<file path="src/hw/rtl/symbol_constellation_mapper_macros.svh">
// Assertion macros shared by the constellation mapper modules.
`ifndef SYMBOL_CONSTELLATION_MAPPER_MACROS_SVH
`define SYMBOL_CONSTELLATION_MAPPER_MACROS_SVH

// Same-cycle implication, sampled on aclk and off during reset.
`define SCM_ASSERT_IMP(label, ante, cons, msg) \
    label: assert property (@(posedge aclk) disable iff (!aresetn) (ante) |-> (cons)) \
        else $error(msg);

// Next-cycle implication, sampled on aclk and off during reset.
`define SCM_ASSERT_NXT(label, ante, cons, msg) \
    label: assert property (@(posedge aclk) disable iff (!aresetn) (ante) |=> (cons)) \
        else $error(msg);

`endif

</file>
<file path="src/hw/rtl/scm_pkg.sv">
// Types, constants and helper functions of the symbol constellation mapper.
package scm_pkg;

    localparam int MAX_SYMBOL_BITS = 8;
    localparam int PHASE_BITS      = 12;
    localparam int SAMPLE_BITS     = 16;
    localparam int FRAC_BITS       = SAMPLE_BITS - 3;
    localparam int SYM_W           = 8;
    localparam int TABLE_DEPTH     = 1 << MAX_SYMBOL_BITS;
    localparam int ENTRY_W         = 2 * SAMPLE_BITS;

    localparam int CFG_IDX_W  = 2;
    localparam int CFG_DATA_W = 16;
    localparam int STEP_W     = 16;

    localparam logic [CFG_IDX_W-1:0] REG_SCHEME     = 2'd0;
    localparam logic [CFG_IDX_W-1:0] REG_BITS_SYM   = 2'd1;
    localparam logic [CFG_IDX_W-1:0] REG_BITS_QUAD  = 2'd2;
    localparam logic [CFG_IDX_W-1:0] REG_AMP_STEP   = 2'd3;

    localparam logic [2:0] SCH_PAM   = 3'd0;
    localparam logic [2:0] SCH_QAM   = 3'd1;
    localparam logic [2:0] SCH_PSK   = 3'd2;
    localparam logic [2:0] SCH_BPSK  = 3'd3;
    localparam logic [2:0] SCH_QPSK  = 3'd4;
    localparam logic [2:0] SCH_DPSK  = 3'd5;
    localparam logic [2:0] SCH_TABLE = 3'd6;

    localparam logic [2:0]        RST_SCHEME    = SCH_BPSK;
    localparam logic [3:0]        RST_BITS_SYM  = 4'd1;
    localparam logic [3:0]        RST_BITS_QUAD = 4'd1;
    localparam logic [STEP_W-1:0] RST_AMP_STEP  = 16'd32768;

    localparam logic CMD_MAP   = 1'b0;
    localparam logic CMD_WRITE = 1'b1;

    localparam int FIFO_DEPTH = 4;

    localparam int LEVEL_W     = 10;
    localparam int PROD_W      = LEVEL_W + STEP_W + 1;
    localparam int SAT_W       = 24;
    localparam int LEVEL_SHIFT = 16 - FRAC_BITS;
    localparam logic signed [PROD_W-1:0] LEVEL_RND = PROD_W'(1) << (LEVEL_SHIFT - 1);

    localparam int CORDIC_ITERS = 30;
    localparam int CORDIC_W     = 32;
    localparam int CORDIC_FRAC  = 30;
    localparam int OUT_SHIFT    = CORDIC_FRAC - FRAC_BITS;
    localparam logic signed [CORDIC_W-1:0] CORDIC_GAIN_INV = 32'sd652032875;
    localparam logic signed [CORDIC_W-1:0] CORDIC_RND = CORDIC_W'(1) << (OUT_SHIFT - 1);
    localparam int HALF_SQRT2_30 = 759250125;

    localparam logic [CORDIC_W-1:0] ATAN_TURNS [0:CORDIC_ITERS-1] = '{
        32'h20000000, 32'h12E4051E, 32'h09FB385B, 32'h051111D4, 32'h028B0D43,
        32'h0145D7E1, 32'h00A2F61E, 32'h00517C55, 32'h0028BE53, 32'h00145F2F,
        32'h000A2F98, 32'h000517CC, 32'h00028BE6, 32'h000145F3, 32'h0000A2FA,
        32'h0000517D, 32'h000028BE, 32'h0000145F, 32'h00000A30, 32'h00000518,
        32'h0000028C, 32'h00000146, 32'h000000A3, 32'h00000051, 32'h00000029,
        32'h00000014, 32'h0000000A, 32'h00000005, 32'h00000003, 32'h00000001
    };

    typedef logic signed [SAMPLE_BITS-1:0] sample_t;

    localparam sample_t SAMPLE_MAX = {1'b0, {(SAMPLE_BITS-1){1'b1}}};
    localparam sample_t SAMPLE_MIN = {1'b1, {(SAMPLE_BITS-1){1'b0}}};
    localparam sample_t ONE_AMP    = sample_t'(1 << FRAC_BITS);
    localparam sample_t QPSK_AMP   =
        sample_t'((HALF_SQRT2_30 + (1 << (OUT_SHIFT - 1))) >> OUT_SHIFT);

    typedef enum logic [2:0] {
        OP_WRITE  = 3'd0,
        OP_LEVEL  = 3'd1,
        OP_PHASE  = 3'd2,
        OP_DIRECT = 3'd3,
        OP_TABLE  = 3'd4
    } op_t;

    typedef struct packed {
        logic                         command;
        logic [SYM_W-1:0]             symbol;
        logic signed [SAMPLE_BITS-1:0] entry_in_phase;
        logic signed [SAMPLE_BITS-1:0] entry_quadrature;
    } in_word_t;

    typedef struct packed {
        logic signed [SAMPLE_BITS-1:0] out_in_phase;
        logic signed [SAMPLE_BITS-1:0] out_quadrature;
        logic                          symbol_error;
    } out_word_t;

    typedef struct packed {
        op_t                       op;
        logic [MAX_SYMBOL_BITS-1:0] addr;
        logic signed [LEVEL_W-1:0] lv_i;
        logic signed [LEVEL_W-1:0] lv_q;
        logic [PHASE_BITS-1:0]     phase;
        sample_t                   pt_i;
        sample_t                   pt_q;
        logic                      err;
    } job_t;

    function automatic logic [SYM_W-1:0] gray_dec(input logic [SYM_W-1:0] g);
        logic [SYM_W-1:0] v;
        v = g;
        v = v ^ (v >> 1);
        v = v ^ (v >> 2);
        v = v ^ (v >> 4);
        return v;
    endfunction

    // Level 2*s - 2^bits + 1 on an axis with 2^bits levels.
    function automatic logic signed [LEVEL_W-1:0] level_of(input logic [SYM_W-1:0] s,
                                                           input logic [3:0] bits);
        logic [LEVEL_W:0] v;
        v = (LEVEL_W+1)'({s, 1'b0}) - ((LEVEL_W+1)'(1) << bits) + (LEVEL_W+1)'(1);
        return v[LEVEL_W-1:0];
    endfunction

    function automatic sample_t sat_sample(input logic signed [SAT_W-1:0] v);
        logic [SAT_W-SAMPLE_BITS:0] top;
        top = v[SAT_W-1:SAMPLE_BITS-1];
        if (top == '0 || top == '1) begin
            return v[SAMPLE_BITS-1:0];
        end else if (v[SAT_W-1]) begin
            return SAMPLE_MIN;
        end else begin
            return SAMPLE_MAX;
        end
    endfunction

endpackage

</file>
<file path="src/hw/rtl/scm_fifo.sv">
// Short job queue between the classifying front end and the mapping back end.
`include "symbol_constellation_mapper_macros.svh"

module scm_fifo (
    input  logic          aclk,
    input  logic          aresetn,
    input  logic          in_valid,
    output logic          in_ready,
    input  scm_pkg::job_t in_job,
    output logic          out_valid,
    input  logic          out_ready,
    output scm_pkg::job_t out_job
);

    localparam int PTR_W = $clog2(scm_pkg::FIFO_DEPTH);
    localparam int CNT_W = $clog2(scm_pkg::FIFO_DEPTH + 1);
    localparam logic [PTR_W-1:0] PTR_LAST = PTR_W'(scm_pkg::FIFO_DEPTH - 1);
    localparam logic [CNT_W-1:0] CNT_FULL = CNT_W'(scm_pkg::FIFO_DEPTH);

    scm_pkg::job_t    entries_reg [scm_pkg::FIFO_DEPTH];
    logic [PTR_W-1:0] wr_ptr_reg, wr_ptr_next;
    logic [PTR_W-1:0] rd_ptr_reg, rd_ptr_next;
    logic [CNT_W-1:0] count_reg, count_next;
    logic             push, pop;

    assign in_ready  = (count_reg != CNT_FULL);
    assign out_valid = (count_reg != '0);
    assign out_job   = entries_reg[rd_ptr_reg];
    assign push      = in_valid && in_ready;
    assign pop       = out_valid && out_ready;

    always_comb begin
        wr_ptr_next = wr_ptr_reg;
        rd_ptr_next = rd_ptr_reg;
        count_next  = count_reg;
        if (push) begin
            wr_ptr_next = (wr_ptr_reg == PTR_LAST) ? '0 : wr_ptr_reg + 1'b1;
        end
        if (pop) begin
            rd_ptr_next = (rd_ptr_reg == PTR_LAST) ? '0 : rd_ptr_reg + 1'b1;
        end
        if (push && !pop) begin
            count_next = count_reg + 1'b1;
        end else if (pop && !push) begin
            count_next = count_reg - 1'b1;
        end
    end

    always_ff @(posedge aclk) begin
        if (!aresetn) begin
            wr_ptr_reg <= '0;
            rd_ptr_reg <= '0;
            count_reg  <= '0;
        end else begin
            wr_ptr_reg <= wr_ptr_next;
            rd_ptr_reg <= rd_ptr_next;
            count_reg  <= count_next;
        end
    end

    always_ff @(posedge aclk) begin
        if (push) begin
            entries_reg[wr_ptr_reg] <= in_job;
        end
    end

    `SCM_ASSERT_NXT(a_fill_up, push && !pop, count_reg == $past(count_reg) + 1'b1, "queue count did not grow on a lone push")
    `SCM_ASSERT_IMP(a_fill_bound, 1'b1, count_reg <= CNT_FULL, "queue count exceeds its depth")

endmodule

</file>
<file path="config.mk">
export PLATFORM = sky130hd
export DESIGN_NAME = scm_fifo
export DESIGN_NICKNAME = d
export VERILOG_FILES = /design/src/hw/rtl/scm_pkg.sv /design/src/hw/rtl/scm_fifo.sv
export VERILOG_INCLUDE_DIRS = /design/src /design/src/hw/rtl
export SDC_FILE = /design/constraint.sdc
export NUM_CORES = 1
export LEC_CHECK = 0
export BUFFER_PORTS_ARGS = -buffer_cell sky130_fd_sc_hd__buf_4
export CAP_MARGIN = 25
export CORE_ASPECT_RATIO = 0.9
export CORE_MARGIN = 2
export CORE_UTILIZATION = 55
export DETAILED_ROUTE_END_ITERATION = 7
export GPL_ROUTABILITY_DRIVEN = 0
export HOLD_SLACK_MARGIN = 0.15
export PLACE_DENSITY = 0.77
export SYNTH_ARGS = -nofsm -noshare
export SYNTH_HDL_FRONTEND = slang
export SYNTH_SLANG_ARGS = --single-unit
</file>
<file path="constraint.sdc">
create_clock -name aclk -period 4.7 [get_ports aclk]
set_clock_uncertainty 0.1 [all_clocks]
set_input_delay 0 -clock aclk [delete_from_list [all_inputs] [get_ports aclk]]
set_output_delay 0 -clock aclk [all_outputs]
set_load 0.005 [all_outputs]
</file>
==> impl_metrics.yaml, run 1 <==
clock_tree:
  cts_buffers: 31
  clk_latency_ps: 530
  cts_setup_buffers: 0
  cts_sinks: 313
  root_buffer: "clkbuf_16"
  clk_path_buf_depth: 3
  cts_tree: "done"
  ctsHtreeMaxLevel: 1
  cts_hold_buf: 156
  clk_pin_slew_worst_paths_ps: 60
  cts_resized: 0
cells_and_area:
  drive_gt1_share_pct: 36.1
  syn_to_final_growth_pct: 34.9
  layoutNonFillerInstCount: 1065
  antennaDiodeCount: 0
  largest_register_ffs: 304
  num-fill-cells: 1135
  final_nets: 868
  final_core_utilization_pct: 74.8
timing:
  final-hold-violation-count: 0
  setup_viol: 0
  fin_crit_ps: 2700
  fin_crit_sh_pct: 57.4
  tightestPinTransition_ps: 882
  maxSlewHeadroom_pct: 41.2
  fin_hold_ws_ps: 256
  slew_viol_final: 0
  rsz0062_at_grt: "false"
  finalSetupTns_ps: 0
  fmax_ghz: 0.371
drt:
  viasPerCell: 5.50
  route.detailed.drc: 0
  initialDrtViolationCount: 284
  antenna_left: 0
  num_vias: 5862
  drt_pre_antenna_iters: 5
  routed_wl_um: 22800
  wl_per_cell_um: 21.4
floorplanning:
  start_util_pct: 55.5
  die_h_um: 141
  dieArea_mm2: 0.0220
  rows: 50
  die_x_um: 156
  coreArea_mm2: 0.0206
  pin_count: 158
placement:
  placed_cells: 852
  port_buffers: 157
  dpl.hpwl_um: 12100
worst_setup_path:
  required_ps: 5050
  endpoint_kind: "flip-flop"
  crit_type: "reg2reg"
  critPathMaxFanout: 5
  cp_data_arrival_time_ps: 3050
  cp-start-kind: "flip-flop"
power:
  irDropWorstVdd_uv: 477
  p_per_area_mw_per_mm2: 486
  p_leak_nw: 5.32
  power.total_w: 0.00750
yosys:
  synth_fp_nets: 535
  ys_seq_area_share_pct: 81.3
  synth_cells: 448
  netlist_area_mm2: 0.0115
  yosysWarnings: 0
  synth_cell_types: 29
  synth_top_area_cell: "edfxtp_1"
  synth_top_area_share_pct: 79.7
  synth_area_leaders: "edfxtp_1 (80%), mux4_2 (15%), dfxtp_1 (1.6%), ha_1 (0.66%), buf_6 (0.59%)"
  synth_seq_cells: 313
  postSynthAreaPerCell_um2: 25.6
global_route:
  grt_pass1_vias: 6400
  grt_pass1_wl_um: 34900
  grtUsageTotal_pct: 21.0
  antenna_found_initial: 0
  grt_max_degree: 56
  grt_overflow: 0
worst_hold_path:
  worstHoldPathType: "in2reg"
status:
  outcome: "complete, no violations"
job:
  cap_viol_max_count: 0
-- layer usage --
layer  up-vias  share of wire (%)  global-route usage [%]
met3        40                6.3                    4.27
met1      3001                 40                    27.5
met4         0                2.4                    5.60
li1       2596                  -                       -
met2       225                 52                    36.6
met5         -                  0                       0
-- cell type report --
cell class	count	area [um2]	share of cell area, %
Sequential cell	313	9320	60.3
Clock buffer	46	882	5.71
Tap cell	260	325	2.11
Timing Repair Buffer	319	2820	18.2
Multi-Input combinational cell	113	2010	13.0
Clock inverter	11	78.8	0.510
Inverter	3	11.3	0.0729
-- placed cells by master, fill, tap and decap left out, types with 2 or more instances in the layout --
master,netlist,layout
ha_1,6,6
nand3_1,2,2
mux4_2,76,76
clkbuf_1,1,10
and3_4,0,4
buf_4,3,161
or3_2,2,2
nor2_1,2,2
o21ai_0,3,3
dlygate4sd3_1,0,156
nand2_1,5,5
clkinv_2,0,5
mux2i_1,2,2
dfxtp_4,0,2
edfxtp_1,304,304
clkinv_1,0,4
inv_1,3,3
clkbuf_8,0,5
dfxtp_1,9,7
clkbuf_16,0,31
-- cells by family (layout without fill, tap and decap cells) --
logic type | after synthesis | count (layout) | synth area share (%)
and+or+nand+nor | 20 | 20 | 1.03
muxes | 78 | 78 | 15.1
buffers and inverters | 22 | 379 | 1.28
adders and majority gates | 7 | 7 | 0.830
DFF | 313 | 313 | 81.3
xor gates and xnor gates | 2 | 2 | 0.153
AOI/OAI and AO/OA | 6 | 6 | 0.306
-- where the power goes --
group,switching (W),internal [W],total (W)
Combinational,0.000691,0.000956,0.00165
Clock,0.000956,0.00134,0.00230
Sequential,0.000165,0.00339,0.00355
Total,0.00181,0.00569,0.00750
-- critical path: stages, from the launching register on --
cell and delay (ps):
dfxtp_1 380, o31ai_1 550, ha_1 310, inv_1 70
fa_1 400, xor2_1 190, or3_2 410, a21boi_0 200
-- synthesized netlist by cell type --
| cell | instances |
|---|---|
| edfxtp_1 | 304 |
| mux4_2 | 76 |
| dfxtp_1 | 9 |
| buf_6 | 6 |
| ha_1 | 6 |
| buf_2 | 5 |
| nand2_1 | 5 |
| and3_2 | 4 |
| buf_1 | 3 |
| buf_4 | 3 |
| inv_1 | 3 |
| o21ai_0 | 3 |
| mux2i_1 | 2 |
| nand3_1 | 2 |
| nor2_1 | 2 |
| or3_2 | 2 |
| a21boi_0 | 1 |
| and2_1 | 1 |
| and2_4 | 1 |
| clkbuf_1 | 1 |
| clkbuf_2 | 1 |
| fa_1 | 1 |
| nand4_1 | 1 |
| nor2b_1 | 1 |
| o21ai_1 | 1 |
| o31ai_1 | 1 |
| or3b_1 | 1 |
| xnor2_1 | 1 |
| xor2_1 | 1 |
-- worst paths after layout --
path                         startpoint                    endpoint  slack (ps)  depth (start not counted)
max           count_reg[0]$_SDFFE_PN0P_   count_reg[2]$_SDFFE_PN0P_        2000                          7
min                             aresetn  wr_ptr_reg[1]$_SDFFE_PN0P_         260                          4
max reg2reg   count_reg[0]$_SDFFE_PN0P_   count_reg[2]$_SDFFE_PN0P_        2000                          7
min reg2reg  rd_ptr_reg[1]$_SDFFE_PN0P_                   flip-flop         430                          2
-- per-stage QoR --
step,area (um2),worst slack [ps]
3_3_place_gp,12900,2320
5_1_grt,15400,1800
3_5_place_dp,12900,2030
2_1_floorplan,11500,2400
6_report,15400,2000
4_1_cts,15400,1910
Power figures use the tool's default switching activity.
==> run 2, diff against run 1 <==
--- a/config.mk
+++ b/config.mk
@@ -10,11 +10,11 @@
 export CAP_MARGIN = 25
 export CORE_ASPECT_RATIO = 0.9
 export CORE_MARGIN = 2
-export CORE_UTILIZATION = 55
+export CORE_UTILIZATION = 51
 export DETAILED_ROUTE_END_ITERATION = 7
 export GPL_ROUTABILITY_DRIVEN = 0
 export HOLD_SLACK_MARGIN = 0.15
-export PLACE_DENSITY = 0.77
+export PLACE_DENSITY = 0.75
 export SYNTH_ARGS = -nofsm -noshare
 export SYNTH_HDL_FRONTEND = slang
 export SYNTH_SLANG_ARGS = --single-unit
==> constraint.sdc (replaced) <==
create_clock -name aclk -period 2.4 [get_ports aclk]
set_clock_uncertainty 0.1 [all_clocks]
set_input_delay 0 -clock aclk [delete_from_list [all_inputs] [get_ports aclk]]
set_output_delay 0 -clock aclk [all_outputs]
set_load 0.005 [all_outputs]
==> impl_metrics.yaml, run 2 (synthesized netlist as in run 1, its figures left out) <==
worst_setup_path:
  rr_endpoint: "count_reg[2]$_SDFFE_PN0P_"
  cp_data_arrival_time_ps: 2610
  timing.rr.start: "count_reg[0]$_SDFFE_PN0P_"
  crit_type: "reg2reg"
  cp_cell_sequence: "or3b_1, and2_4, ha_4, inv_1, fa_1, xor2_1, or3_2, a21boi_1"
  endpoint: "count_reg[2]$_SDFFE_PN0P_"
  cp-start-kind: "flip-flop"
  rr_worst_depth: 8
  timing.critical_path.from: "count_reg[0]$_SDFFE_PN0P_"
  slowest_stage: "or3_2"
  rrSetupSlack_ps: 150
  critPathMaxFanout: 5
  max_stage_delay_ps: 420
  required_ps: 2760
  endpoint_kind: "flip-flop"
drt:
  wl_per_cell_um: 21.3
  routed_wl_um: 23900
  viasPerCell: 5.32
  num_vias: 5959
  antenna_left: 0
  initialDrtViolationCount: 305
  drt_pre_antenna_iters: 4
  route.detailed.drc: 0
clock_tree:
  root_buffer: "clkbuf_16"
  ctsHtreeMaxLevel: 1
  clk_latency_ps: 530
  cts_tree: "done"
  clk_pin_slew_worst_paths_ps: 60
  cts_buffers: 31
  cts_sinks: 313
  clk_path_buf_depth: 3
timing:
  fin_crit_ps: 2250
  fmax_ghz: 0.444
  final-hold-violation-count: 0
  rsz0062_at_grt: "false"
  tightestPinTransition_ps: 631
  setup_viol: 0
  finalSetupTns_ps: 0
  maxSlewHeadroom_pct: 58.0
  slew_viol_final: 0
  fin_crit_sh_pct: 93.8
power:
  pwr-share-clk_pct: 32.1
  combPwrFrac_pct: 23.1
  pwr-share-seq_pct: 44.8
  internal-power_w: 0.0117
  p_leak_nw: 5.45
  power_switching_w: 0.00365
  swShare_pct: 23.8
  p_per_area_mw_per_mm2: 972
  irDropWorstVdd_uv: 738
cells_and_area:
  final_cell_mix: "edfxtp_1 (304), buf_4 (173), dlygate4sd3_1 (156), mux4_2 (76), clkbuf_16 (31)"
  final_common_cell: "edfxtp_1"
  final_nets: 885
  final_area_mm2: 0.0158
  drive_gt1_share_pct: 37.8
  num-fill-cells: 1321
  syn_to_final_growth_pct: 37.8
  largest_register_ffs: 304
global_route:
  grtUsageTotal_pct: 20.3
  antenna_found_initial: 1
  grt_pass1_wl_um: 36900
  grt_max_degree: 49
  grt_pass1_vias: 6645
  grt_overflow: 0
status:
  outcome: "complete, no violations"
placement:
  dpl.hpwl_um: 13000
  dpl_cell_area_mm2: 0.0131
  port_buffers: 157
floorplanning:
  pin_count: 158
  die_x_um: 162
  start_util_pct: 51.5
  die_h_um: 146
  coreArea_mm2: 0.0223
  rows: 52
  dieArea_mm2: 0.0237
worst_hold_path:
  hold_depth: 3
  worstHoldPathType: "in2reg"
job:
  cap_viol_max_count: 0
run 2: final cells by class:
| type | count | area [um2] | share of cell area (%) |
|---|---|---|---|
| sequential | 313 | 9320 | 59.0 |
| timing repair buffer | 336 | 3000 | 19.0 |
| multi-input combinational | 113 | 2040 | 12.9 |
| clock buffer | 38 | 802 | 5.08 |
| tap | 297 | 372 | 2.35 |
| clock inverter | 19 | 238 | 1.51 |
| inverter | 3 | 11.3 | 0.0713 |
| antenna | 1 | 2.50 | 0.0159 |
run 2: worst min-delay path by stage:
| stage | startpoint | to | slack [ps] |
|---|---|---|---|
| global route | aresetn | count_reg[1]$_SDFFE_PN0P_ | 270 |
| floorplan | in_job[0] | entries_reg[0][0]$_DFFE_PP_ | -1 |
| CTS | aresetn | count_reg[1]$_SDFFE_PN0P_ | 220 |
| finish | aresetn | count_reg[1]$_SDFFE_PN0P_ | 260 |
| global placement | in_job[75] | entries_reg[0][75]$_DFFE_PP_ | 100 |
| detailed placement | in_job[12] | entries_reg[1][12]$_DFFE_PP_ | 100 |
run 2: metal layers:
metal	wire length [um]	vias up	track usage, %
li1	-	2625	-
met1	9490	3080	26.2
met2	12400	207	35.6
met3	1400	47	4.26
met4	559	0	5.22
met5	0	-	0
run 2: per-stage QoR:
stage                     utilization (%)  setup slack (ps)  std cells  hold slack [ps]  total power [W]
after floorplan                         -              96.0        448            -1.13          0.00864
after global placement               58.9               189        899             98.0           0.0101
after detailed placement             58.9             -30.5        899              104           0.0102
after CTS                            70.6              16.6       1112              222           0.0153
after global routing                 70.9              47.8       1120              273           0.0159
final                                70.9               149       1120              261           0.0153
run 2: power groups by stage:
stage / registers [W] / logic [W] / clock network, W
2_1_floorplan: 0.00685 / 0.00180 / 0
3_3_place_gp: 0.00696 / 0.00314 / 0
3_5_place_dp: 0.00701 / 0.00321 / 0
4_1_cts: 0.00690 / 0.00344 / 0.00500
5_1_grt: 0.00692 / 0.00380 / 0.00520
6_report: 0.00687 / 0.00355 / 0.00492
run 2: critical path: cells and delay by family, from the launching register on:
family,cells,cell delay [ps]
fa+ha+maj,2,520
flops,1,410
simple gates,3,750
compound gates,1,170
xor+xnor,1,180
buf+inv,1,50
run 2: what timing repair did:
action                                  4_1_cts  5_1_grt
endpoints found under the hold margin       441        0
hold buffers                                156        0
endpoints found under the setup margin        1        4
setup buffers                                 0        7
gates resized for setup                       1        6
