[src/hw/rtl/symbol_constellation_mapper_macros.svh]
// Assertion macros shared by the constellation mapper modules.
`ifndef SYMBOL_CONSTELLATION_MAPPER_MACROS_SVH
`define SYMBOL_CONSTELLATION_MAPPER_MACROS_SVH

// Same-cycle implication, sampled on aclk and off during reset.
`define SCM_ASSERT_IMP(label, ante, cons, msg) \
    label: assert property (@(posedge aclk) disable iff (!aresetn) (ante) |-> (cons)) \
        else $error(msg);

// Next-cycle implication, sampled on aclk and off during reset.
`define SCM_ASSERT_NXT(label, ante, cons, msg) \
    label: assert property (@(posedge aclk) disable iff (!aresetn) (ante) |=> (cons)) \
        else $error(msg);

`endif

[src/hw/rtl/scm_pkg.sv]
// Types, constants and helper functions of the symbol constellation mapper.
package scm_pkg;

    localparam int MAX_SYMBOL_BITS = 8;
    localparam int PHASE_BITS      = 12;
    localparam int SAMPLE_BITS     = 16;
    localparam int FRAC_BITS       = SAMPLE_BITS - 3;
    localparam int SYM_W           = 8;
    localparam int TABLE_DEPTH     = 1 << MAX_SYMBOL_BITS;
    localparam int ENTRY_W         = 2 * SAMPLE_BITS;

    localparam int CFG_IDX_W  = 2;
    localparam int CFG_DATA_W = 16;
    localparam int STEP_W     = 16;

    localparam logic [CFG_IDX_W-1:0] REG_SCHEME     = 2'd0;
    localparam logic [CFG_IDX_W-1:0] REG_BITS_SYM   = 2'd1;
    localparam logic [CFG_IDX_W-1:0] REG_BITS_QUAD  = 2'd2;
    localparam logic [CFG_IDX_W-1:0] REG_AMP_STEP   = 2'd3;

    localparam logic [2:0] SCH_PAM   = 3'd0;
    localparam logic [2:0] SCH_QAM   = 3'd1;
    localparam logic [2:0] SCH_PSK   = 3'd2;
    localparam logic [2:0] SCH_BPSK  = 3'd3;
    localparam logic [2:0] SCH_QPSK  = 3'd4;
    localparam logic [2:0] SCH_DPSK  = 3'd5;
    localparam logic [2:0] SCH_TABLE = 3'd6;

    localparam logic [2:0]        RST_SCHEME    = SCH_BPSK;
    localparam logic [3:0]        RST_BITS_SYM  = 4'd1;
    localparam logic [3:0]        RST_BITS_QUAD = 4'd1;
    localparam logic [STEP_W-1:0] RST_AMP_STEP  = 16'd32768;

    localparam logic CMD_MAP   = 1'b0;
    localparam logic CMD_WRITE = 1'b1;

    localparam int FIFO_DEPTH = 4;

    localparam int LEVEL_W     = 10;
    localparam int PROD_W      = LEVEL_W + STEP_W + 1;
    localparam int SAT_W       = 24;
    localparam int LEVEL_SHIFT = 16 - FRAC_BITS;
    localparam logic signed [PROD_W-1:0] LEVEL_RND = PROD_W'(1) << (LEVEL_SHIFT - 1);

    localparam int CORDIC_ITERS = 30;
    localparam int CORDIC_W     = 32;
    localparam int CORDIC_FRAC  = 30;
    localparam int OUT_SHIFT    = CORDIC_FRAC - FRAC_BITS;
    localparam logic signed [CORDIC_W-1:0] CORDIC_GAIN_INV = 32'sd652032875;
    localparam logic signed [CORDIC_W-1:0] CORDIC_RND = CORDIC_W'(1) << (OUT_SHIFT - 1);
    localparam int HALF_SQRT2_30 = 759250125;

    localparam logic [CORDIC_W-1:0] ATAN_TURNS [0:CORDIC_ITERS-1] = '{
        32'h20000000, 32'h12E4051E, 32'h09FB385B, 32'h051111D4, 32'h028B0D43,
        32'h0145D7E1, 32'h00A2F61E, 32'h00517C55, 32'h0028BE53, 32'h00145F2F,
        32'h000A2F98, 32'h000517CC, 32'h00028BE6, 32'h000145F3, 32'h0000A2FA,
        32'h0000517D, 32'h000028BE, 32'h0000145F, 32'h00000A30, 32'h00000518,
        32'h0000028C, 32'h00000146, 32'h000000A3, 32'h00000051, 32'h00000029,
        32'h00000014, 32'h0000000A, 32'h00000005, 32'h00000003, 32'h00000001
    };

    typedef logic signed [SAMPLE_BITS-1:0] sample_t;

    localparam sample_t SAMPLE_MAX = {1'b0, {(SAMPLE_BITS-1){1'b1}}};
    localparam sample_t SAMPLE_MIN = {1'b1, {(SAMPLE_BITS-1){1'b0}}};
    localparam sample_t ONE_AMP    = sample_t'(1 << FRAC_BITS);
    localparam sample_t QPSK_AMP   =
        sample_t'((HALF_SQRT2_30 + (1 << (OUT_SHIFT - 1))) >> OUT_SHIFT);

    typedef enum logic [2:0] {
        OP_WRITE  = 3'd0,
        OP_LEVEL  = 3'd1,
        OP_PHASE  = 3'd2,
        OP_DIRECT = 3'd3,
        OP_TABLE  = 3'd4
    } op_t;

    typedef struct packed {
        logic                         command;
        logic [SYM_W-1:0]             symbol;
        logic signed [SAMPLE_BITS-1:0] entry_in_phase;
        logic signed [SAMPLE_BITS-1:0] entry_quadrature;
    } in_word_t;

    typedef struct packed {
        logic signed [SAMPLE_BITS-1:0] out_in_phase;
        logic signed [SAMPLE_BITS-1:0] out_quadrature;
        logic                          symbol_error;
    } out_word_t;

    typedef struct packed {
        op_t                       op;
        logic [MAX_SYMBOL_BITS-1:0] addr;
        logic signed [LEVEL_W-1:0] lv_i;
        logic signed [LEVEL_W-1:0] lv_q;
        logic [PHASE_BITS-1:0]     phase;
        sample_t                   pt_i;
        sample_t                   pt_q;
        logic                      err;
    } job_t;

    function automatic logic [SYM_W-1:0] gray_dec(input logic [SYM_W-1:0] g);
        logic [SYM_W-1:0] v;
        v = g;
        v = v ^ (v >> 1);
        v = v ^ (v >> 2);
        v = v ^ (v >> 4);
        return v;
    endfunction

    // Level 2*s - 2^bits + 1 on an axis with 2^bits levels.
    function automatic logic signed [LEVEL_W-1:0] level_of(input logic [SYM_W-1:0] s,
                                                           input logic [3:0] bits);
        logic [LEVEL_W:0] v;
        v = (LEVEL_W+1)'({s, 1'b0}) - ((LEVEL_W+1)'(1) << bits) + (LEVEL_W+1)'(1);
        return v[LEVEL_W-1:0];
    endfunction

    function automatic sample_t sat_sample(input logic signed [SAT_W-1:0] v);
        logic [SAT_W-SAMPLE_BITS:0] top;
        top = v[SAT_W-1:SAMPLE_BITS-1];
        if (top == '0 || top == '1) begin
            return v[SAMPLE_BITS-1:0];
        end else if (v[SAT_W-1]) begin
            return SAMPLE_MIN;
        end else begin
            return SAMPLE_MAX;
        end
    endfunction

endpackage

[src/hw/rtl/scm_front.sv]
// Front end: configuration registers, word intake and job classification.
`include "symbol_constellation_mapper_macros.svh"

module scm_front (
    input  logic                             aclk,
    input  logic                             aresetn,
    input  logic                             cfg_wr_en,
    input  logic [scm_pkg::CFG_IDX_W-1:0]    cfg_addr,
    input  logic [scm_pkg::CFG_DATA_W-1:0]   cfg_wr_data,
    input  logic                             s_valid,
    output logic                             s_ready,
    input  scm_pkg::in_word_t                s_data,
    output logic                             job_valid,
    input  logic                             job_ready,
    output scm_pkg::job_t                    job,
    output logic [scm_pkg::STEP_W-1:0]       amp_step
);

    localparam int PH_EXT_W = scm_pkg::PHASE_BITS + scm_pkg::SYM_W;
    localparam int SYM_EXT_W = scm_pkg::SYM_W + 1;

    logic [2:0]                      scheme_reg;
    logic [3:0]                      bits_sym_reg;
    logic [3:0]                      bits_quad_reg;
    logic [scm_pkg::STEP_W-1:0]      amp_step_reg;
    logic [scm_pkg::PHASE_BITS-1:0]  acc_reg, acc_next;

    logic [3:0]                      m_eff, mq;
    logic [scm_pkg::SYM_W-1:0]       sym_mask, quad_mask, sym_m;
    logic [scm_pkg::SYM_W-1:0]       g_all, g_hi, g_lo;
    logic [4:0]                      ph_sh;
    logic [PH_EXT_W-1:0]             ph_ext;
    logic [scm_pkg::PHASE_BITS-1:0]  step_phase;
    logic                            in_range;
    logic                            accept, map_ok, dpsk_upd;
    scm_pkg::job_t                   job_next;

    assign s_ready  = job_ready;
    assign accept   = s_valid && s_ready;
    assign amp_step = amp_step_reg;

    always_comb begin
        if (bits_sym_reg == '0) begin
            m_eff = 4'd1;
        end else if (bits_sym_reg > 4'(scm_pkg::MAX_SYMBOL_BITS)) begin
            m_eff = 4'(scm_pkg::MAX_SYMBOL_BITS);
        end else begin
            m_eff = bits_sym_reg;
        end
        mq         = (bits_quad_reg > m_eff) ? m_eff : bits_quad_reg;
        sym_mask   = scm_pkg::SYM_W'((SYM_EXT_W'(1) << m_eff) - SYM_EXT_W'(1));
        quad_mask  = scm_pkg::SYM_W'((SYM_EXT_W'(1) << mq) - SYM_EXT_W'(1));
        sym_m      = s_data.symbol & sym_mask;
        g_all      = scm_pkg::gray_dec(sym_m);
        g_hi       = scm_pkg::gray_dec(sym_m >> mq);
        g_lo       = scm_pkg::gray_dec(sym_m & quad_mask);
        ph_sh      = 5'(scm_pkg::PHASE_BITS) - {1'b0, m_eff};
        ph_ext     = PH_EXT_W'(g_all) << ph_sh;
        step_phase = ph_ext[scm_pkg::PHASE_BITS-1:0];
        acc_next   = acc_reg + step_phase;
        in_range   = ({1'b0, s_data.symbol} < (SYM_EXT_W'(1) << m_eff));
    end

    always_comb begin
        job_next = '0;
        map_ok   = 1'b1;
        if (s_data.command == scm_pkg::CMD_WRITE) begin
            job_next.op   = scm_pkg::OP_WRITE;
            job_next.addr = s_data.symbol[scm_pkg::MAX_SYMBOL_BITS-1:0];
            job_next.pt_i = s_data.entry_in_phase;
            job_next.pt_q = s_data.entry_quadrature;
        end else begin
            case (scheme_reg)
                scm_pkg::SCH_PAM: begin
                    job_next.op   = scm_pkg::OP_LEVEL;
                    job_next.lv_i = scm_pkg::level_of(g_all, m_eff);
                end
                scm_pkg::SCH_QAM: begin
                    job_next.op   = scm_pkg::OP_LEVEL;
                    job_next.lv_i = scm_pkg::level_of(g_hi, m_eff - mq);
                    job_next.lv_q = scm_pkg::level_of(g_lo, mq);
                end
                scm_pkg::SCH_PSK: begin
                    job_next.op    = scm_pkg::OP_PHASE;
                    job_next.phase = step_phase;
                end
                scm_pkg::SCH_BPSK: begin
                    job_next.op   = scm_pkg::OP_DIRECT;
                    job_next.pt_i = s_data.symbol[0] ? -scm_pkg::ONE_AMP : scm_pkg::ONE_AMP;
                end
                scm_pkg::SCH_QPSK: begin
                    job_next.op   = scm_pkg::OP_DIRECT;
                    job_next.pt_i = s_data.symbol[0] ? -scm_pkg::QPSK_AMP : scm_pkg::QPSK_AMP;
                    job_next.pt_q = s_data.symbol[1] ? -scm_pkg::QPSK_AMP : scm_pkg::QPSK_AMP;
                end
                scm_pkg::SCH_DPSK: begin
                    job_next.op    = scm_pkg::OP_PHASE;
                    job_next.phase = acc_next;
                end
                scm_pkg::SCH_TABLE: begin
                    if (in_range) begin
                        job_next.op   = scm_pkg::OP_TABLE;
                        job_next.addr = s_data.symbol[scm_pkg::MAX_SYMBOL_BITS-1:0];
                    end else begin
                        job_next.op  = scm_pkg::OP_DIRECT;
                        job_next.err = 1'b1;
                    end
                end
                default: begin
                    map_ok = 1'b0;
                end
            endcase
        end
    end

    assign job       = job_next;
    assign job_valid = s_valid && map_ok;
    assign dpsk_upd  = accept && (s_data.command == scm_pkg::CMD_MAP)
                       && (scheme_reg == scm_pkg::SCH_DPSK);

    always_ff @(posedge aclk) begin
        if (!aresetn) begin
            scheme_reg    <= scm_pkg::RST_SCHEME;
            bits_sym_reg  <= scm_pkg::RST_BITS_SYM;
            bits_quad_reg <= scm_pkg::RST_BITS_QUAD;
            amp_step_reg  <= scm_pkg::RST_AMP_STEP;
            acc_reg       <= '0;
        end else begin
            if (cfg_wr_en) begin
                case (cfg_addr)
                    scm_pkg::REG_SCHEME:    scheme_reg    <= cfg_wr_data[2:0];
                    scm_pkg::REG_BITS_SYM:  bits_sym_reg  <= cfg_wr_data[3:0];
                    scm_pkg::REG_BITS_QUAD: bits_quad_reg <= cfg_wr_data[3:0];
                    scm_pkg::REG_AMP_STEP:  amp_step_reg  <= cfg_wr_data[scm_pkg::STEP_W-1:0];
                    default: begin
                    end
                endcase
            end
            if (dpsk_upd) begin
                acc_reg <= acc_next;
            end
        end
    end

    `SCM_ASSERT_NXT(a_acc_hold, !dpsk_upd, $stable(acc_reg), "phase accumulator moved without a differential word")

endmodule

[config.mk]
export PLATFORM = sky130hd
export DESIGN_NAME = scm_front
export DESIGN_NICKNAME = d
export VERILOG_FILES = /design/src/hw/rtl/scm_pkg.sv /design/src/hw/rtl/scm_front.sv
export VERILOG_INCLUDE_DIRS = /design/src /design/src/hw/rtl
export SDC_FILE = /design/constraint.sdc
export NUM_CORES = 1
export LEC_CHECK = 0
export ABC_AREA = 0
export CAP_MARGIN = 15
export CORE_MARGIN = 8
export CORE_UTILIZATION = 29
export CTS_CLUSTER_SIZE = 40
export DETAILED_ROUTE_END_ITERATION = 10
export DONT_BUFFER_PORTS = 1
export MAX_ROUTING_LAYER = met4
export SLEW_MARGIN = 15
export SYNTH_ARGS = -nofsm -noshare
export SYNTH_HDL_FRONTEND = slang
export SYNTH_SLANG_ARGS = --single-unit
export TNS_END_PERCENT = 30
[constraint.sdc]
create_clock -name aclk -period 12.3 [get_ports aclk]
set_input_delay 1.23 -clock aclk [delete_from_list [all_inputs] [get_ports aclk]]
set_output_delay 1.23 -clock aclk [all_outputs]
set_load 0.005 [all_outputs]
==> run summary, run 1 <==
• **Crit Path Category** flop to output port
• **largest area contributor in the synthesized netlist** ha_1
• **maximum level of the CTS H-tree** 2
• **worst relative slew slack** 32.92%
• **net count reported at finish** 967
• **Post-DRT Antenna Nets** 0
• **total DRC errors in the routed layout** 0
• **Worst path slowest cell** dfxtp_1
• **switching part of the total** 40.54%
• **setup repair bufs after CTS** 0
• **Hold Violations, Final** 0
• **clock buffer depth** 2
• **Leakage** 2.816 nW
• **Total Neg Setup Slack** 0 ns
• **initial cell density of the core** 29.73%
• **worst hold path class** flop to flop
• **Achievable Freq** 111.3 MHz
• **Pint** 0.4068 mW
• **Inserted Clock Buffers** 5
• **maximum number of pins on one net before global-route repair** 58
• **part of the power in combinational logic** 58.2%
• **post-DP HPWL** 15370 um
• **vias** 5890
• **DRC marker count from the first detailed-route iteration** 480
• **Worst Max-Slew Pin Slew** 1.000 ns
• **number of distinct library cell variants in the gate-level netlist after synthesis** 76
• **count of hold-fix buffers inserted at cts** 0
• **Die H** 160.3 um
• **VDD IR max** 0.06908 mV
• **core region area** 20300 sq um
• **post-layout power** 0.6841 mW
• **unrepaired setup endpoints after global routing** no
• **max cap viols** 0
• **TritonCTS sink count** 39
• **data arrival time of the critical path** 7.75 ns
• **area growth from synthesis to final layout** 5.909%
• **wire length of the first global-routing pass** 29890 um
• **clock-pin slew on the worst setup and hold paths** 0.06 ns
• **syn_nets** 999
• **switching component of the power** 0.2773 mW
• **PostCTS Resize Cnt** 0
• **routed wire length** 18860 um
• **netlist area before placement** 6035 sq um
• **Cells after Synth** 853
• **critical-path maximum fanout** 22
• **clock tree skew after final layout** 0.003561 ns
• **total congestion overflow** 0
• **final setup margin** 3.317 ns
• **TritonCTS clock tree** built
• **placed instance count** 1084
• **sequential share of power** 19.6%
• **placed instance area** 6218 sq um
• **clock network fraction of design power** 22.2%
• **count of non-filler cells in the finished layout** 1092
• **top flip-flop cell by instance count after synthesis** dfxtp_1
• **worst stage delay on the critical path** 0.81 ns
• **flip-flop count of the largest register, all copies and words added** 16
• **startpoint kind of the worst setup timing path** flop
• **fin crit share** 73.03%
• **Die Width** 160.3 um
• **syn_area_per_cell** 7.074 sq um
• **number of global-route vias before repair** 5540
• **die outline area** 25680 sq um
• **run status** complete, no violations
• **top post-synthesis cells by area** ha_1, dfxtp_1, nand2_1
• **count of flip-flops with a built-in enable after synthesis** 0
• **element type at the critical path end** output port
• **total power divided by cell area** 107.0 nW/um^2
• **Core Rows** 52
• **clock latency on the worst-skew pair** 0.29 ns
• **antenna violations before repair** 0
• **final non-filler cell area** 6391 sq um
• **required arrival time at the worst endpoint** 11.07 ns
• **register area share after synthesis** 12.94%
• **number of buffers inserted by port buffering** 0
• **I/O Pins** 158
• **Final Util** 31.48%
• **highest-count cells in the layout ignoring fill and taps** nand2_1, nor2_1, ha_1
• **most common cell after layout, fill and taps aside** nand2_1
• **global-route usage over all layers** 14.35%
• **worst hold margin** 0.4629 ns
• **Clk Tree Root Cell** clkbuf_16
• **share of synthesized flip-flops with an asynchronous set or reset** 0%
• **count of TritonRoute iterations in the first routing pass** 5
• **post-DR wirelength/cell** 17.27 um
• **detailed-route vias per instance** 5.394
• **Final Max Tran Viols** 0
• **Yosys reg bits** 39
• **YS warnings** 0
• **portion of synthesized cell area occupied by the leading cell type** 15.97%
• **layout cell share with drive strength beyond 1** 4.988%
• **Post-Place Worst Slack** 3.590 ns
• **final worst path period need** 8.983 ns
• **number of inserted diodes** 0
• **placer congestion estimate** 0.8968
• **endpoints failing setup** 0
[cells by family after synthesis]
group	Yosys count	share of synthesized area [%]
and+or+nand+nor	344	25.15
adders and majority gates	82	17.62
buffers and inverters	81	5.391
xor gates and xnor gates	68	11.15
muxes	16	2.757
DFF	39	12.94
AOI/OAI and AO/OA	223	24.98
[cells in the mapped netlist, types with 10 or more instances]
| master | number |
|---|---|
| o21a_1 | 15 |
| a21o_1 | 32 |
| nor3_1 | 17 |
| xor2_1 | 18 |
| nand2_1 | 151 |
| nand3_1 | 21 |
| a21oi_1 | 71 |
| inv_1 | 30 |
| xnor2_1 | 43 |
| nor2_1 | 94 |
| clkbuf_1 | 32 |
| mux2i_1 | 14 |
| ha_1 | 77 |
| and2_1 | 11 |
| nand2b_1 | 10 |
| o21ai_0 | 29 |
| o22ai_1 | 10 |
| dfxtp_1 | 39 |
[critical path, delay by kind of cell, from the launching register on]
kind            cells  cell delay (ns)
compound gates      7             1.51
fa+ha+maj           5             1.34
xor+xnor            6             1.30
simple gates        5             1.11
flops               1             0.81
buf+inv             5             0.72
mux                 2             0.65
[power by group through the flow]
| stage | clock [mW] | sequential, mW | combinational (mW) |
|---|---|---|---|
| 6_report | 0.152 | 0.134 | 0.398 |
| 5_1_grt | 0.164 | 0.135 | 0.448 |
| 4_1_cts | 0.157 | 0.134 | 0.402 |
| 3_5_place_dp | 0 | 0.137 | 0.398 |
| 3_3_place_gp | 0 | 0.137 | 0.397 |
| 2_1_floorplan | 0 | 0.134 | 0.328 |
[worst paths after layout]
path                                 from                        to  slack [ns]  cells after the start
max          bits_sym_reg[3]$_SDFFE_PN0P_                   job[53]        3.32                     30
min reg2reg       acc_reg[4]$_SDFFE_PN0P_   acc_reg[4]$_SDFFE_PN0P_        0.46                      2
min               acc_reg[4]$_SDFFE_PN0P_   acc_reg[4]$_SDFFE_PN0P_        0.46                      2
max reg2reg  bits_sym_reg[3]$_SDFFE_PN0P_  acc_reg[11]$_SDFFE_PN0P_        5.30                     27
[routing by layer]
metal  wire length [um]  GRT usage, %
met5                  0             -
met4                467         4.163
met3               1445         3.342
met2               8394         22.21
met1               8548         18.31
[final cells by class]
| class | count | area (sq um) |
|---|---|---|
| Fill cell | 2226 | 13910 |
| Multi-Input combinational cell | 733 | 4928 |
| Sequential cell | 39 | 780.7 |
| Tap cell | 270 | 337.8 |
| Inverter | 39 | 148.9 |
| Clock buffer | 5 | 125.1 |
| Clock inverter | 3 | 47.55 |
| Timing Repair Buffer | 3 | 22.52 |
Power figures use the tool's default switching activity.
==> inputs of run 2 (changes only) <==
clock period = 8.59 ns   (was 12.3 ns; I/O delays follow)
==> run summary, run 2 (synthesis gave the netlist of run 1 again) <==
• **Core Rows** 52
• **clock tree skew after final layout** 0.01074 ns
• **run status** complete, no violations
• **clock buffer depth** 2
• **routed wire length** 19080 um
• **most common cell after layout, fill and taps aside** nand2_1
• **endpoints failing setup** 0
• **setup repair bufs after CTS** 0
• **placer congestion estimate** 0.8967
• **net count reported at finish** 972
• **number of global-route vias before repair** 5603
• **Clk Tree Root Cell** clkbuf_16
• **wire length of the first global-routing pass** 30280 um
• **maximum level of the CTS H-tree** 2
• **detailed-route vias per instance** 5.430
• **final setup margin** 0.6015 ns
• **global-route usage over all layers** 14.54%
• **area growth from synthesis to final layout** 6.510%
• **placed instance count** 1089
• **TritonCTS clock tree** built
• **total DRC errors in the routed layout** 0
• **Worst Max-Slew Pin Slew** 0.9912 ns
• **I/O Pins** 158
• **critical-path maximum fanout** 17
• **initial cell density of the core** 29.73%
• **required arrival time at the worst endpoint** 7.73 ns
• **post-DR wirelength/cell** 17.39 um
• **Achievable Freq** 125.2 MHz
• **Worst path slowest cell** dfxtp_1
• **Total Neg Setup Slack** 0 ns
• **worst relative slew slack** 33.51%
• **number of buffers inserted by port buffering** 0
• **VDD IR max** 0.1162 mV
• **element type at the critical path end** output port
• **Post-Place Worst Slack** 0.9113 ns
• **Final Max Tran Viols** 0
• **flip-flop count of the largest register, all copies and words added** 16
• **Leakage** 2.834 nW
• **final worst path period need** 7.988 ns
• **count of TritonRoute iterations in the first routing pass** 5
• **die outline area** 25680 sq um
• **layout cell share with drive strength beyond 1** 5.562%
• **Hold Violations, Final** 0
• **unrepaired setup endpoints after global routing** no
• **Post-DRT Antenna Nets** 0
• **Layout fillers** 2207
• **Die H** 160.3 um
• **clock-pin slew on the worst setup and hold paths** 0.06 ns
• **data arrival time of the critical path** 7.13 ns
• **Die Width** 160.3 um
• **total congestion overflow** 0
• **vias** 5957
• **worst hold path class** flop to flop
• **antenna violations before repair** 0
• **Inserted Clock Buffers** 5
• **max cap viols** 0
• **PostCTS Resize Cnt** 0
• **TritonCTS sink count** 39
• **post-DP HPWL** 15330 um
• **Crit Path Category** flop to output port
• **count of hold-fix buffers inserted at cts** 0
• **worst stage delay on the critical path** 0.61 ns
• **number of inserted diodes** 0
• **clock latency on the worst-skew pair** 0.29 ns
• **fin crit share** 93.00%
• **startpoint kind of the worst setup timing path** flop
• **core region area** 20300 sq um
• **DRC marker count from the first detailed-route iteration** 506
• **maximum number of pins on one net before global-route repair** 58
• **count of non-filler cells in the finished layout** 1097
• **highest-count cells in the layout ignoring fill and taps** nand2_1, nor2_1, ha_1
• **total power divided by cell area** 152.7 nW/um^2
[run 2: changes by cell type in the layout (fill, tap and decap cells not counted), sizes merged]
cell / previous run / this run
clkinv: 2 / 1
buf: 3 / 8
clkinvlp: 0 / 1
[run 2: worst paths after layout]
| kind | start | end | slack [ns] | cells past startpoint |
|---|---|---|---|---|
| worst max-delay path | bits_sym_reg[2]$_SDFFE_PN0P_ | job[53] | 0.60 | 28 |
| worst min register to register | acc_reg[3]$_SDFFE_PN0P_ | acc_reg[3]$_SDFFE_PN0P_ | 0.46 | 2 |
| worst max register to register | bits_sym_reg[2]$_SDFFE_PN0P_ | acc_reg[11]$_SDFFE_PN0P_ | 1.91 | 29 |
| worst min-delay path | acc_reg[3]$_SDFFE_PN0P_ | acc_reg[3]$_SDFFE_PN0P_ | 0.46 | 2 |
[run 2: critical path: cells and delay by family (launching register included)]
family,cells,cell delay (ns)
mux,2,0.64
flops,1,0.61
compound gates,7,1.56
fa+ha+maj,5,1.29
simple gates,4,0.91
buf+inv,4,0.53
xor+xnor,6,1.28
[run 2: layer usage]
layer  part of all wire [%]  global-route usage (%)
met5                      0                       -
met4                    2.1                   4.036
met3                    8.1                   3.265
met2                     45                   22.73
met1                     45                   18.51
[run 2: stage by stage]
stage	hold WS [ns]	area, sq um	utilization, %	power, mW
floorplan	0.4406	6035	-	0.6612
global placement	0.4510	6256	30.82	0.7654
detailed placement	0.4539	6256	30.82	0.7653
CTS	0.4631	6427	31.66	0.9895
global route	0.4774	6427	31.66	1.065
finish	0.4612	6427	31.66	0.9812
[run 2: final cells by class]
cell class	instances	area, sq um	area share, %
tap	270	337.8	5.256
multi-input combinational	733	4928	76.68
clock buffer	5	125.1	1.947
inverter	39	148.9	2.317
clock inverter	3	46.29	0.7203
sequential	39	780.7	12.15
timing repair buffer	8	60.06	0.9344
[run 2: where the power goes]
group          total (mW)  switching (mW)  internal (mW)
logic               0.572           0.311          0.260
clock network       0.218          0.0802          0.138
registers           0.191         0.00614          0.185
total               0.981           0.397          0.584
==> inputs of run 3 (changes only) <==
ABC_AREA = 1   (was 0)
==> run summary, run 3 <==
• **Die Width** 161.4 um
• **Core Rows** 53
• **Inserted Clock Buffers** 5
• **net count reported at finish** 1160
• **run status** complete, no violations
• **Clk Tree Root Cell** clkbuf_16
• **setup repair bufs after CTS** 0
• **global-route usage over all layers** 14.64%
• **leading cell types by count after synthesis** nand2_1, nor2_1, inv_1
• **Cells after Synth** 1026
• **max cap viols** 0
• **element type at the critical path end** output port
• **Worst Hold Path Cells** 2
• **clock-pin slew on the worst setup and hold paths** 0.06 ns
• **most common cell after layout, fill and taps aside** nand2_1
• **number of buffers inserted by port buffering** 0
• **post-DR wirelength/cell** 14.75 um
• **top post-synthesis cells by area** nand2_1, ha_1, dfxtp_1
• **met3 GRT Util** 3.385%
• **netlist area before placement** 6127 sq um
• **worst hold path class** flop to flop
• **routed wire length** 19020 um
• **critical-path maximum fanout** 15
• **die outline area** 26040 sq um
• **data arrival time of the critical path** 6.37 ns
• **required arrival time at the worst endpoint** 7.73 ns
• **Die H** 161.4 um
• **reg2reg setup slack** 2.62 ns
• **PostCTS Resize Cnt** 0
• **most used routing layer** met2
• **VDD IR max** 0.1020 mV
• **most frequent cell after synthesis** nand2_1
• **Total Neg Setup Slack** 0 ns
• **TritonCTS clock tree** built
• **vias** 6308
• **Leakage** 3.384 nW
• **reg2reg path depth** 33
• **count of TritonRoute iterations in the first routing pass** 5
• **Post-DRT Antenna Nets** 0
• **unrepaired setup endpoints after global routing** no
• **maximum level of the CTS H-tree** 2
• **largest area contributor in the synthesized netlist** nand2_1
• **post-layout power** 1.382 mW
• **Achievable Freq** 138.4 MHz
• **count of hold-fix buffers inserted at cts** 0
• **portion of synthesized cell area occupied by the leading cell type** 16.60%
• **TritonCTS sink count** 39
• **cell seen most often among critical-path stages** nor2_1
• **Hold EP** acc_reg[0]$_SDFFE_PN0P_
• **placer congestion estimate** 0.9173
• **syn_nets** 1172
• **detailed-route vias per instance** 4.890
• **antenna violations before repair** 0
• **startpoint kind of the worst setup timing path** flop
• **clock buffer depth** 2
• **DRC marker count from the first detailed-route iteration** 346
• **Final Max Tran Viols** 0
• **worst relative slew slack** 34.51%
• **number of global-route vias before repair** 6107
• **number of distinct library cell variants in the gate-level netlist after synthesis** 50
• **YS warnings** 0
• **min-delay src** acc_reg[0]$_SDFFE_PN0P_
• **fin crit share** 84.11%
• **number of inserted diodes** 0
• **I/O Pins** 158
• **met1 usage in global routing** 17.92%
• **Final Util** 31.49%
• **maximum number of pins on one net before global-route repair** 55
• **register area share after synthesis** 12.74%
• **core region area** 20890 sq um
• **Hold Violations, Final** 0
• **final worst path period need** 7.225 ns
• **start of the worst register-to-register path** bits_sym_reg[3]$_SDFFE_PN0P_
• **flip-flop count of the largest register, all copies and words added** 16
• **post-DP HPWL** 15920 um
• **syn_area_per_cell** 5.972 sq um
• **total DRC errors in the routed layout** 0
• **clock latency on the worst-skew pair** 0.29 ns
• **final non-filler cell area** 6579 sq um
• **highest-count cells in the layout ignoring fill and taps** nand2_1, nor2_1, inv_1
• **worst hold margin** 0.4906 ns
• **placed instance area** 6382 sq um
• **initial cell density of the core** 29.33%
• **Reg-to-Reg End** acc_reg[10]$_SDFFE_PN0P_
• **layout cell share with drive strength beyond 1** 9.655%
• **count of flip-flops with a built-in enable after synthesis** 0
• **Layout fillers** 2362
• **wire length of the first global-routing pass** 30910 um
• **share of synthesized flip-flops with an asynchronous set or reset** 0%
• **area growth from synthesis to final layout** 7.372%
• **total congestion overflow** 0
• **worst stage delay on the critical path** 0.77 ns
• **Crit Path Category** flop to output port
• **endpoints failing setup** 0
• **top flip-flop cell by instance count after synthesis** dfxtp_1
• **Worst path slowest cell** o21ai_1
• **met2 global-route usage** 24.12%
• **clock tree skew after final layout** 0.006839 ns
• **total power divided by cell area** 210.1 nW/um^2
• **Worst Max-Slew Pin Slew** 0.9758 ns
• **Yosys reg bits** 39
==> run 3: layer usage <==
| layer | wire [um] | share of wire [%] |
|---|---|---|
| met2 | 8748 | 46 |
| met4 | 294 | 1.5 |
| met3 | 1318 | 6.9 |
| met5 | 0 | 0 |
| met1 | 8660 | 46 |
==> run 3: kinds of logic after synthesis <==
logic type,synth area share [%]
adders and majority gates,17.36
and+or+nand+nor,39.68
xor gates and xnor gates,4.002
AOI/OAI and AO/OA,15.97
DFF,12.74
buffers and inverters,10.25
==> run 3: layout make-up <==
class	instances	area (sq um)	area share, %
Clock buffer	5	125.1	1.902
Clock inverter	3	71.32	1.084
Inverter	139	524.3	7.969
Multi-Input combinational cell	827	4718	71.72
Sequential cell	39	780.7	11.87
Tap cell	275	344.1	5.230
Timing Repair Buffer	2	15.01	0.2282
==> run 3: metrics by stage <==
| stage | instances | setup WS, ns |
|---|---|---|
| after floorplan | 1026 | 2.908 |
| after global placement | 1282 | 1.795 |
| after detailed placement | 1282 | 1.696 |
| after CTS | 1290 | 1.388 |
| after global routing | 1290 | 0.7313 |
| final | 1290 | 1.365 |
==> run 3: report_power, final <==
| group | internal [mW] | switching, mW | total [mW] | leakage, nW |
|---|---|---|---|---|
| clock network | 0.168 | 0.0788 | 0.247 | 0.0959 |
| logic | 0.351 | 0.589 | 0.940 | 2.97 |
| registers | 0.188 | 0.00692 | 0.194 | 0.318 |
==> run 3: worst max path at each step <==
stage / start / endpoint / slack [ns] / depth (start not counted)
finish: bits_sym_reg[3]$_SDFFE_PN0P_ / job[64] / 1.37 / 31
detailed placement: bits_sym_reg[3]$_SDFFE_PN0P_ / job[64] / 1.70 / 31
global route: bits_sym_reg[3]$_SDFFE_PN0P_ / job[64] / 0.73 / 31
CTS: bits_sym_reg[3]$_SDFFE_PN0P_ / job[64] / 1.39 / 31
global placement: bits_sym_reg[3]$_SDFFE_PN0P_ / job[53] / 1.80 / 32
floorplan: bits_sym_reg[3]$_SDFFE_PN0P_ / job[53] / 2.91 / 34
==> run 3: critical path: cells and delay by family, from the launching register on <==
family                   cells  cell delay, ns
AO/OA/AOI/OAI                5            1.87
adder cells (fa/ha/maj)      4            1.36
buffers and inverters        3            0.68
flip-flops                   1            0.46
AND/OR/NAND/NOR             19            1.69
